File: src/impq_pkg.sv
package impq_pkg;

    localparam int CAPACITY  = 64;
    localparam int KEY_WIDTH = 32;
    localparam int SLOT_W    = $clog2(CAPACITY);
    localparam int POS_W     = $clog2(CAPACITY + 1);

    typedef logic [SLOT_W-1:0]    slot_t;
    typedef logic [POS_W-1:0]     pos_t;
    typedef logic [KEY_WIDTH-1:0] key_t;

    typedef enum logic [2:0] {
        CMD_INSERT = 3'd0,
        CMD_CHANGE = 3'd1,
        CMD_POP    = 3'd2,
        CMD_REMOVE = 3'd3,
        CMD_READ   = 3'd4
    } cmd_t;

    typedef enum logic [1:0] {
        ST_OK      = 2'd0,
        ST_PRESENT = 2'd1,
        ST_ABSENT  = 2'd2,
        ST_EMPTY   = 2'd3
    } status_t;

    // Request from the sequencer to the key comparator.
    typedef struct packed {
        key_t a;
        key_t b;
    } cmp_req_t;

endpackage

File: src/impq_cmp.sv
module impq_cmp
    import impq_pkg::*;
(
    input  cmp_req_t req,
    output logic     a_less
);

    // Signed compare of two keys; this is the one shared compare unit.
    assign a_less = $signed(req.a) < $signed(req.b);

endmodule

File: src/indexed_min_priority_queue_unit.sv
// Indexed binary min-heap over 64 slots with signed 32-bit keys, one command at a time.
// Errors and unknown commands end after the check, read key after one heap read, and
// a pop or remove of the entry at the last heap position after the take; other inserts,
// changes, pops and removes run a swim walk and, but for insert, a sink walk.
// Busy falls as the result strobe rises.
// Reset (rst_n low, asynchronous) empties the queue; the receiver cannot stall.
module indexed_min_priority_queue_unit
    import impq_pkg::*;
(
    input  logic                 clk,
    input  logic                 rst_n,
    input  logic                 start,
    output logic                 busy,
    input  logic [2:0]           cmd,
    input  logic [5:0]           slot,
    input  logic signed [31:0]   key_in,
    output logic                 done,
    output logic [1:0]           status,
    output logic [5:0]           popped_slot,
    output logic signed [31:0]   key_out,
    output logic [6:0]           count,
    output logic [5:0]           top_slot,
    output logic                 top_valid
);

    // The heap is kept in two memories with registered read data. The heap memory
    // holds, for each heap position, the slot found there together with its key, so
    // one read gives both. The position memory holds the heap position of each slot.
    // A present bit per slot marks which slots hold an entry; the position memory
    // read is only used for present slots.
    //
    // Swim and sink move a "hole" instead of swapping: the entry being placed is
    // held in a register, each entry that has to make room is written into the
    // hole, and the held entry is written once where the walk stops. This gives
    // the same final order as pairwise swaps with one write per memory per cycle.
    // All key compares go through the single shared comparator.
    //
    // The slot at heap position 1 is mirrored in a register so that the top slot
    // is always on the outputs without a memory read.

    typedef enum logic [3:0] {
        S_IDLE, S_CHECK, S_READ_GET, S_TAKE, S_TAKE_GET, S_SWIM, S_SWIM_CMP,
        S_SINK, S_SINK_C1, S_SINK_C2, S_SINK_CMP, S_PLACE, S_DONE
    } state_t;

    typedef struct packed {
        slot_t slot;
        key_t  key;
    } entry_t;

    state_t state_reg;

    entry_t heap_mem [CAPACITY];
    pos_t   pos_mem  [CAPACITY];
    entry_t hr_data_reg;
    pos_t   pr_data_reg;

    logic [CAPACITY-1:0] present_reg;
    pos_t   cnt_reg;
    slot_t  top_reg;

    logic [2:0] cmd_reg;
    slot_t      slot_reg;
    key_t       key_reg;
    pos_t       p_reg;
    pos_t       c_reg;
    entry_t     mv_reg;
    entry_t     cand_reg;
    logic       sink_after_reg;

    logic [1:0] status_reg;
    slot_t      popped_reg;
    key_t       kout_reg;
    logic       done_reg;

    cmp_req_t cmp_req;
    logic     cmp_less;

    logic   hr_en;
    slot_t  hr_addr;
    logic   pr_en;
    slot_t  pr_addr;
    logic   hw_en;
    slot_t  hw_addr;
    entry_t hw_data;
    logic   pw_en;
    slot_t  pw_addr;
    pos_t   pw_data;

    pos_t  par;
    pos_t  c1;
    pos_t  c2;
    logic  present;
    logic  has_c1;
    logic  has_c2;
    slot_t take_slot;
    logic [POS_W:0] c1w;

    impq_cmp u_cmp (.req(cmp_req), .a_less(cmp_less));

    // Heap positions run from 1 to CAPACITY; memory words from 0.
    function automatic slot_t pos_index(input pos_t p);
        pos_t q;
        q = p - pos_t'(1);
        return q[SLOT_W-1:0];
    endfunction

    assign par       = p_reg >> 1;
    assign c1w       = {p_reg, 1'b0};
    assign c1        = c1w[POS_W-1:0];
    assign c2        = c1 + pos_t'(1);
    assign has_c1    = c1w <= {1'b0, cnt_reg};
    assign has_c2    = c1 < cnt_reg;
    assign present   = present_reg[slot_reg];
    // Pop takes out the root entry, remove the addressed slot.
    assign take_slot = (cmd_reg == CMD_POP) ? hr_data_reg.slot : slot_reg;

    // Read addresses and comparator operands. The position of the addressed
    // slot is fetched at the accepting edge so it is ready in the check state.
    always_comb
    begin
        hr_en       = 1'b0;
        hr_addr     = '0;
        pr_en       = 1'b0;
        pr_addr     = slot;
        cmp_req.a   = mv_reg.key;
        cmp_req.b   = cand_reg.key;
        unique case (state_reg)
            S_IDLE:
            begin
                pr_en = start;
            end
            S_CHECK:
            begin
                // Pop needs the root entry, read key the entry of the slot.
                hr_en   = 1'b1;
                hr_addr = (cmd_reg == CMD_POP) ? '0 : pos_index(pr_data_reg);
            end
            S_TAKE:
            begin
                // The last heap entry is the one that refills the hole.
                hr_en   = 1'b1;
                hr_addr = pos_index(cnt_reg);
            end
            S_SWIM:
            begin
                hr_en   = p_reg != pos_t'(1);
                hr_addr = pos_index(par);
            end
            S_SWIM_CMP:
            begin
                cmp_req.a = mv_reg.key;
                cmp_req.b = hr_data_reg.key;
            end
            S_SINK:
            begin
                hr_en   = has_c1;
                hr_addr = pos_index(c1);
            end
            S_SINK_C1:
            begin
                hr_en   = has_c2;
                hr_addr = pos_index(c2);
            end
            S_SINK_C2:
            begin
                // The right child wins only when strictly smaller.
                cmp_req.a = hr_data_reg.key;
                cmp_req.b = cand_reg.key;
            end
            S_SINK_CMP:
            begin
                cmp_req.a = cand_reg.key;
                cmp_req.b = mv_reg.key;
            end
            default:
            begin
            end
        endcase
    end

    // Write ports: everything written goes to the hole position p_reg.
    always_comb
    begin
        hw_en   = 1'b0;
        hw_addr = pos_index(p_reg);
        hw_data = mv_reg;
        pw_en   = 1'b0;
        pw_addr = mv_reg.slot;
        pw_data = p_reg;
        unique case (state_reg)
            S_SWIM_CMP:
            begin
                // A larger parent moves down into the hole.
                hw_en   = cmp_less;
                hw_data = hr_data_reg;
                pw_en   = cmp_less;
                pw_addr = hr_data_reg.slot;
            end
            S_SINK_CMP:
            begin
                // A smaller child moves up into the hole.
                hw_en   = cmp_less;
                hw_data = cand_reg;
                pw_en   = cmp_less;
                pw_addr = cand_reg.slot;
            end
            S_PLACE:
            begin
                hw_en = 1'b1;
                pw_en = 1'b1;
            end
            default:
            begin
            end
        endcase
    end

    always_ff @(posedge clk)
    begin
        if (hw_en)
        begin
            heap_mem[hw_addr] <= hw_data;
        end
        if (pw_en)
        begin
            pos_mem[pw_addr] <= pw_data;
        end
        if (hr_en)
        begin
            hr_data_reg <= heap_mem[hr_addr];
        end
        if (pr_en)
        begin
            pr_data_reg <= pos_mem[pr_addr];
        end
    end

    always_ff @(posedge clk or negedge rst_n)
    begin
        if (!rst_n)
        begin
            state_reg      <= S_IDLE;
            present_reg    <= '0;
            cnt_reg        <= '0;
            top_reg        <= '0;
            cmd_reg        <= '0;
            slot_reg       <= '0;
            key_reg        <= '0;
            p_reg          <= '0;
            c_reg          <= '0;
            mv_reg         <= '0;
            cand_reg       <= '0;
            sink_after_reg <= 1'b0;
            done_reg       <= 1'b0;
            status_reg     <= ST_OK;
            popped_reg     <= '0;
            kout_reg       <= '0;
        end
        else
        begin
            done_reg <= state_reg == S_DONE;
            if (hw_en && p_reg == pos_t'(1))
            begin
                top_reg <= hw_data.slot;
            end
            unique case (state_reg)
                S_IDLE:
                begin
                    if (start)
                    begin
                        cmd_reg    <= cmd;
                        slot_reg   <= slot;
                        key_reg    <= key_in;
                        status_reg <= ST_OK;
                        popped_reg <= '0;
                        kout_reg   <= '0;
                        state_reg  <= S_CHECK;
                    end
                end
                S_CHECK:
                begin
                    unique case (cmd_reg)
                        CMD_INSERT:
                        begin
                            if (present)
                            begin
                                status_reg <= ST_PRESENT;
                                state_reg  <= S_DONE;
                            end
                            else
                            begin
                                // The new entry starts in a hole after the last one.
                                present_reg[slot_reg] <= 1'b1;
                                cnt_reg        <= cnt_reg + pos_t'(1);
                                p_reg          <= cnt_reg + pos_t'(1);
                                mv_reg.slot    <= slot_reg;
                                mv_reg.key     <= key_reg;
                                sink_after_reg <= 1'b0;
                                state_reg      <= S_SWIM;
                            end
                        end
                        CMD_CHANGE:
                        begin
                            if (!present)
                            begin
                                status_reg <= ST_ABSENT;
                                state_reg  <= S_DONE;
                            end
                            else
                            begin
                                p_reg          <= pr_data_reg;
                                mv_reg.slot    <= slot_reg;
                                mv_reg.key     <= key_reg;
                                sink_after_reg <= 1'b1;
                                state_reg      <= S_SWIM;
                            end
                        end
                        CMD_POP:
                        begin
                            if (cnt_reg == '0)
                            begin
                                status_reg <= ST_EMPTY;
                                state_reg  <= S_DONE;
                            end
                            else
                            begin
                                p_reg     <= pos_t'(1);
                                state_reg <= S_TAKE;
                            end
                        end
                        CMD_REMOVE:
                        begin
                            // An empty queue is reported before the presence check.
                            if (cnt_reg == '0)
                            begin
                                status_reg <= ST_EMPTY;
                                state_reg  <= S_DONE;
                            end
                            else if (!present)
                            begin
                                status_reg <= ST_ABSENT;
                                state_reg  <= S_DONE;
                            end
                            else
                            begin
                                p_reg     <= pr_data_reg;
                                state_reg <= S_TAKE;
                            end
                        end
                        CMD_READ:
                        begin
                            if (!present)
                            begin
                                status_reg <= ST_ABSENT;
                                state_reg  <= S_DONE;
                            end
                            else
                            begin
                                state_reg <= S_READ_GET;
                            end
                        end
                        default:
                        begin
                            // Unknown command codes change nothing and report ok.
                            state_reg <= S_DONE;
                        end
                    endcase
                end
                S_READ_GET:
                begin
                    kout_reg  <= hr_data_reg.key;
                    state_reg <= S_DONE;
                end
                S_TAKE:
                begin
                    // Take the entry at p_reg out. When it was the last one there
                    // is nothing to refill; otherwise the last entry fills the hole.
                    if (cmd_reg == CMD_POP)
                    begin
                        popped_reg <= hr_data_reg.slot;
                        kout_reg   <= hr_data_reg.key;
                    end
                    present_reg[take_slot] <= 1'b0;
                    cnt_reg <= cnt_reg - pos_t'(1);
                    state_reg <= (p_reg == cnt_reg) ? S_DONE : S_TAKE_GET;
                end
                S_TAKE_GET:
                begin
                    mv_reg         <= hr_data_reg;
                    sink_after_reg <= 1'b1;
                    state_reg      <= S_SWIM;
                end
                S_SWIM:
                begin
                    if (p_reg == pos_t'(1))
                    begin
                        state_reg <= sink_after_reg ? S_SINK : S_PLACE;
                    end
                    else
                    begin
                        state_reg <= S_SWIM_CMP;
                    end
                end
                S_SWIM_CMP:
                begin
                    // The held entry rises only past a strictly greater parent.
                    if (cmp_less)
                    begin
                        p_reg     <= par;
                        state_reg <= S_SWIM;
                    end
                    else
                    begin
                        state_reg <= sink_after_reg ? S_SINK : S_PLACE;
                    end
                end
                S_SINK:
                begin
                    state_reg <= has_c1 ? S_SINK_C1 : S_PLACE;
                end
                S_SINK_C1:
                begin
                    cand_reg  <= hr_data_reg;
                    c_reg     <= c1;
                    state_reg <= has_c2 ? S_SINK_C2 : S_SINK_CMP;
                end
                S_SINK_C2:
                begin
                    if (cmp_less)
                    begin
                        cand_reg <= hr_data_reg;
                        c_reg    <= c2;
                    end
                    state_reg <= S_SINK_CMP;
                end
                S_SINK_CMP:
                begin
                    // The chosen child moves up only when strictly smaller.
                    if (cmp_less)
                    begin
                        p_reg     <= c_reg;
                        state_reg <= S_SINK;
                    end
                    else
                    begin
                        state_reg <= S_PLACE;
                    end
                end
                S_PLACE:
                begin
                    state_reg <= S_DONE;
                end
                S_DONE:
                begin
                    state_reg <= S_IDLE;
                end
                default:
                begin
                    state_reg <= S_IDLE;
                end
            endcase
        end
    end

    assign busy        = state_reg != S_IDLE;
    assign done        = done_reg;
    assign status      = status_reg;
    assign popped_slot = popped_reg;
    assign key_out     = kout_reg;
    assign count       = cnt_reg;
    assign top_valid   = cnt_reg != '0;
    assign top_slot    = top_valid ? top_reg : '0;

    property p_done_idle;
        @(posedge clk) disable iff (!rst_n) done |-> !busy;
    endproperty
    assert property (p_done_idle) else $error("result strobe while busy");

    property p_count_step;
        @(posedge clk) disable iff (!rst_n)
            done |-> (count == $past(count, 1));
    endproperty
    assert property (p_count_step) else $error("count moved at result");

    property p_empty_top;
        @(posedge clk) disable iff (!rst_n) (count == '0) |-> !top_valid;
    endproperty
    assert property (p_empty_top) else $error("top valid on empty queue");

    property p_accept_busy;
        @(posedge clk) disable iff (!rst_n) (start && !busy) |=> busy;
    endproperty
    assert property (p_accept_busy) else $error("accepted word did not raise busy");

endmodule

File: config.mk
export PLATFORM = sky130hd
export DESIGN_NAME = indexed_min_priority_queue_unit
export DESIGN_NICKNAME = d
export VERILOG_FILES = /design/src/impq_pkg.sv /design/src/impq_cmp.sv /design/src/indexed_min_priority_queue_unit.sv
export SDC_FILE = /design/constraint.sdc
export NUM_CORES = 2
export LEC_CHECK = 0
export ABC_CLOCK_PERIOD_IN_PS = 6200
export BUFFER_PORTS_ARGS = -buffer_cell sky130_fd_sc_hd__buf_2
export CAP_MARGIN = 0
export CORE_AREA = 2 2 569 571
export DETAILED_ROUTE_END_ITERATION = 10
export DIE_AREA = 0 0 571 573
export HOLD_SLACK_MARGIN = 0.06
export SLEW_MARGIN = 20
export SYNTH_ARGS = -nofsm -noshare
export SYNTH_HDL_FRONTEND = slang
export SYNTH_HIERARCHICAL = 1
export SYNTH_SLANG_ARGS = --single-unit
File: constraint.sdc
create_clock -name clk -period 6.2 [get_ports clk]
set_input_delay 1.24 -clock clk [delete_from_list [all_inputs] [get_ports clk]]
set_output_delay 1.24 -clock clk [all_outputs]
set_load 0.05 [all_outputs]
==> impl_metrics.ini <==
[setup_path]
slowest_delay_ns = 0.81
startpoint = state_reg[2]$_DFFE_PN0P_
worstSetupPathType = reg2reg
cp.depth = 19
reg2reg_depth = 19
timing.rr.end = heap_mem[60][22]$_DFFE_PP_
cp_max_fo = 60
cp_num_buf_inv = 4
critPathArrivalTime_ns = 6.63
r2r_slack_ns = 0.09
cp-end-kind = flip-flop
crit_end = heap_mem[60][22]$_DFFE_PP_
critical-path-top-delay-family = simple AND/OR/NAND/NOR gates
cp-start-kind = flip-flop
cp.required_ns = 6.71
crit_slowest_cell = nor2_4
cp_cell_sequence = nand2b_1 -> nor2_4 -> buf_12 -> buf_4 -> a221o_1 -> inv_1 -> ha_1 -> a21o_1 -> a31oi_1 -> o21ai_0 -> a311oi_2 -> o21ai_1 -> mux2i_1 -> nor3b_1 -> o21ai_1 -> nor2_1 -> nand3_1 -> nor2_4 -> buf_4
r2r_start = state_reg[2]$_DFFE_PN0P_

[synthesis]
netlist_area_um2 = 127800
yosys_register_bits = 3179
syn_area_per_cell_um2 = 15.61
syn_inst = 8189
synth_async_sr_flop_share = 0.07990
ys.flop_type = edfxtp_1
syn_nets = 8278
synth-edff-count = 2925
ys_types = 95
synth-seq-area-share = 0.7367
yosys_warnings = 6

[global_route]
track_usage = 0.2248
grt_pass1_vias = 73730
grt_overflow = 0
grt_pass1_wl_um = 538000
antenna_found_initial = 34
grt_max_degree = 146

[clock_tree]
cts_htree_levels = 5
cts_buffers = 324
clk_latency_ns = 0.95
cts_root_buffer = clkbuf_16
cts_sinks = 3179
cts_tree = yes
clockBufferDepth = 4
path_clk_slew_ns = 0.06

[sta]
rsz0062_at_grt = true
tns_ns = 0
finalCritPeriodShare = 0.9859
setup_viol = 0
fin_crit_ns = 6.113
slew-limit-headroom = 0.08156
fmax_mhz = 163.6
hold_violations = 0
skew_ns = 0.1380
slew_viol_final = 0
worst_pin_slew_ns = 1.374

[cells_and_area]
fillCellCount = 27320
largest_reg_flops = 2432
multi_input_comb_area_um2 = 32350
area_growth_pct = 15.30
nNetsFinal = 8624
fin_util = 0.4601
final-seq-area_um2 = 94200
drive_gt1_frac = 0.1963

[floorplanning]
dieArea_um2 = 327200
pin_count = 100
coreArea_um2 = 320400
rows = 208
die_width_um = 571
dieHeight_um = 573
start_util = 0.3991

[detailed_routing]
drt_iter0_markers = 10140
vias_per_cell = 5.841
wirelength_um = 379100
antenna_left = 0
vias = 76550
avgRoutedWirePerCell_um = 28.93
dr.pass1.iters = 6
drc = 0

[min_path]
min_path_type = in2async

[placed_design]
port_buffers = 99
dpl.hpwl_um = 238500
place.gp.congestion = 0.9045

[power]
vdd_drop_max_mv = 0.4772
p_leak_nw = 50.07
p_per_area_nw_per_um2 = 537.0

[flow_run]
drv_cap = 0

[run_status]
status = finished, final reports clean
area by class of cell:
cell class | count | area share
Timing Repair Buffer | 527 | 0.03225
Antenna cell | 8 | 0.0001358
Multi-Input combinational cell | 4445 | 0.2195
Clock inverter | 192 | 0.01287
Tap cell | 4305 | 0.03654
Clock buffer | 390 | 0.05824
Inverter | 58 | 0.001502
Sequential cell | 3179 | 0.6390
report_power, final:
part           switching (W)  internal, W  total (W)  leakage [nW]
registers            0.00120       0.0284     0.0296          29.8
clock network        0.00837       0.0111     0.0195          5.12
logic                 0.0220      0.00810     0.0301          15.2
cell usage in the layout, fill, tap and decap left out, types with 45 or more instances in the layout:
cell type  netlist  routed
buf_12           0      64
inv_1           57      52
clkinv_2         0      60
a22oi_1        105     105
and2_1          47      46
mux4_2         402     402
buf_2          182      95
ha_1            45      45
a21oi_1        196     196
clkbuf_16        0     332
nand2_1       1728    1725
and3_1         162     162
mux2_2         107     107
mux2i_1         76      76
a32oi_1         64      63
a311oi_1       135     135
edfxtp_1      2925    2925
nand4_1         45      45
nand3_1        378     376
nor2_1         254     144
o21ai_0         86      86
a31oi_1        141     141
nor2_4           0      74
o22ai_1         59      59
buf_4           24     354
nor2_2           6      56
dfrtp_1        254     247
clkbuf_1       252      52
clkinv_1         0      64
kinds of logic after synthesis:
logic type,share of synthesized area
adders and majority gates,0.004404
buffers and inverters,0.01985
muxes,0.08795
and+or+nand+nor,0.09557
DFF,0.7367
AOI/OAI and AO/OA,0.05331
xor gates and xnor gates,0.002192
worst register-to-register path, cell delays in order, from the launching register on:
cell and delay [ns]:
dfrtp_1 0.40, nand2b_1 0.25, nor2_4 0.24, buf_12 0.33, buf_4 0.33, a221o_1 0.19
inv_1 0.04, ha_1 0.19, a21o_1 0.15, a31oi_1 0.19, o21ai_0 0.20, a311oi_2 0.40
o21ai_1 0.14, mux2i_1 0.27, nor3b_1 0.22, o21ai_1 0.34, nor2_1 0.32, nand3_1 0.30
nor2_4 0.81, buf_4 0.43
routing by layer:
metal | routed length, um | track usage | share of wire
met1 | 158300 | 0.3268 | 0.42
met2 | 171100 | 0.3379 | 0.45
met4 | 9859 | 0.06003 | 0.026
met5 | 107 | 0 | 0.00028
met3 | 39720 | 0.05339 | 0.10
what timing repair did:
| item | in CTS | in global routing |
|---|---|---|
| setup buffers | 0 | 25 |
| resized for setup | 1 | 34 |
| hold buffers | 0 | 0 |
| cloned | 2 | 12 |
| endpoints found under the setup margin | 51 | 764 |
| pin swaps | 5 | 18 |
worst min path at each step:
stage / from / endpoint / slack [ns]
after floorplan: top_reg[0]$_DFFE_PN0P_ / top_reg[0]$_DFFE_PN0P_ / 0.44
after global placement: top_reg[2]$_DFFE_PN0P_ / top_reg[2]$_DFFE_PN0P_ / 0.46
after detailed placement: top_reg[5]$_DFFE_PN0P_ / top_reg[5]$_DFFE_PN0P_ / 0.46
after CTS: top_reg[5]$_DFFE_PN0P_ / top_reg[5]$_DFFE_PN0P_ / 0.48
after global routing: rst_n / key_out[23]$_DFFE_PN0P_ / 0.28
final: rst_n / key_out[23]$_DFFE_PN0P_ / 0.28
per-stage QoR:
step	cells	hold WS (ns)	power [W]	cell area, um^2	setup WS [ns]
after global routing	13100	0.2798	0.08169	147400	-0.2081
final	13100	0.2828	0.07916	147400	0.08726
after CTS	13050	0.4777	0.07888	146900	0.004684
after detailed placement	12470	0.4642	0.05955	136400	-0.02326
after floorplan	8189	0.4418	0.04463	127800	-0.3383
after global placement	12450	0.4557	0.05934	136000	-0.1721
synthesized netlist by cell type, types with 76 or more instances:
| master | n | share of area |
|---|---|---|
| a21oi_1 | 196 | 0.0077 |
| a311oi_1 | 135 | 0.0092 |
| edfxtp_1 | 2925 | 0.69 |
| dfrtp_1 | 254 | 0.050 |
| nor2_1 | 254 | 0.0075 |
| o21ai_0 | 86 | 0.0034 |
| a22oi_1 | 105 | 0.0062 |
| mux2_2 | 107 | 0.0094 |
| nand3_1 | 378 | 0.015 |
| mux4_2 | 402 | 0.071 |
| clkbuf_1 | 252 | 0.0074 |
| nand2_1 | 1728 | 0.051 |
| buf_2 | 182 | 0.0071 |
| a31oi_1 | 141 | 0.0069 |
| and3_1 | 162 | 0.0079 |
| mux2i_1 | 76 | 0.0060 |
Note: power is estimated with default switching activity, not from simulation.
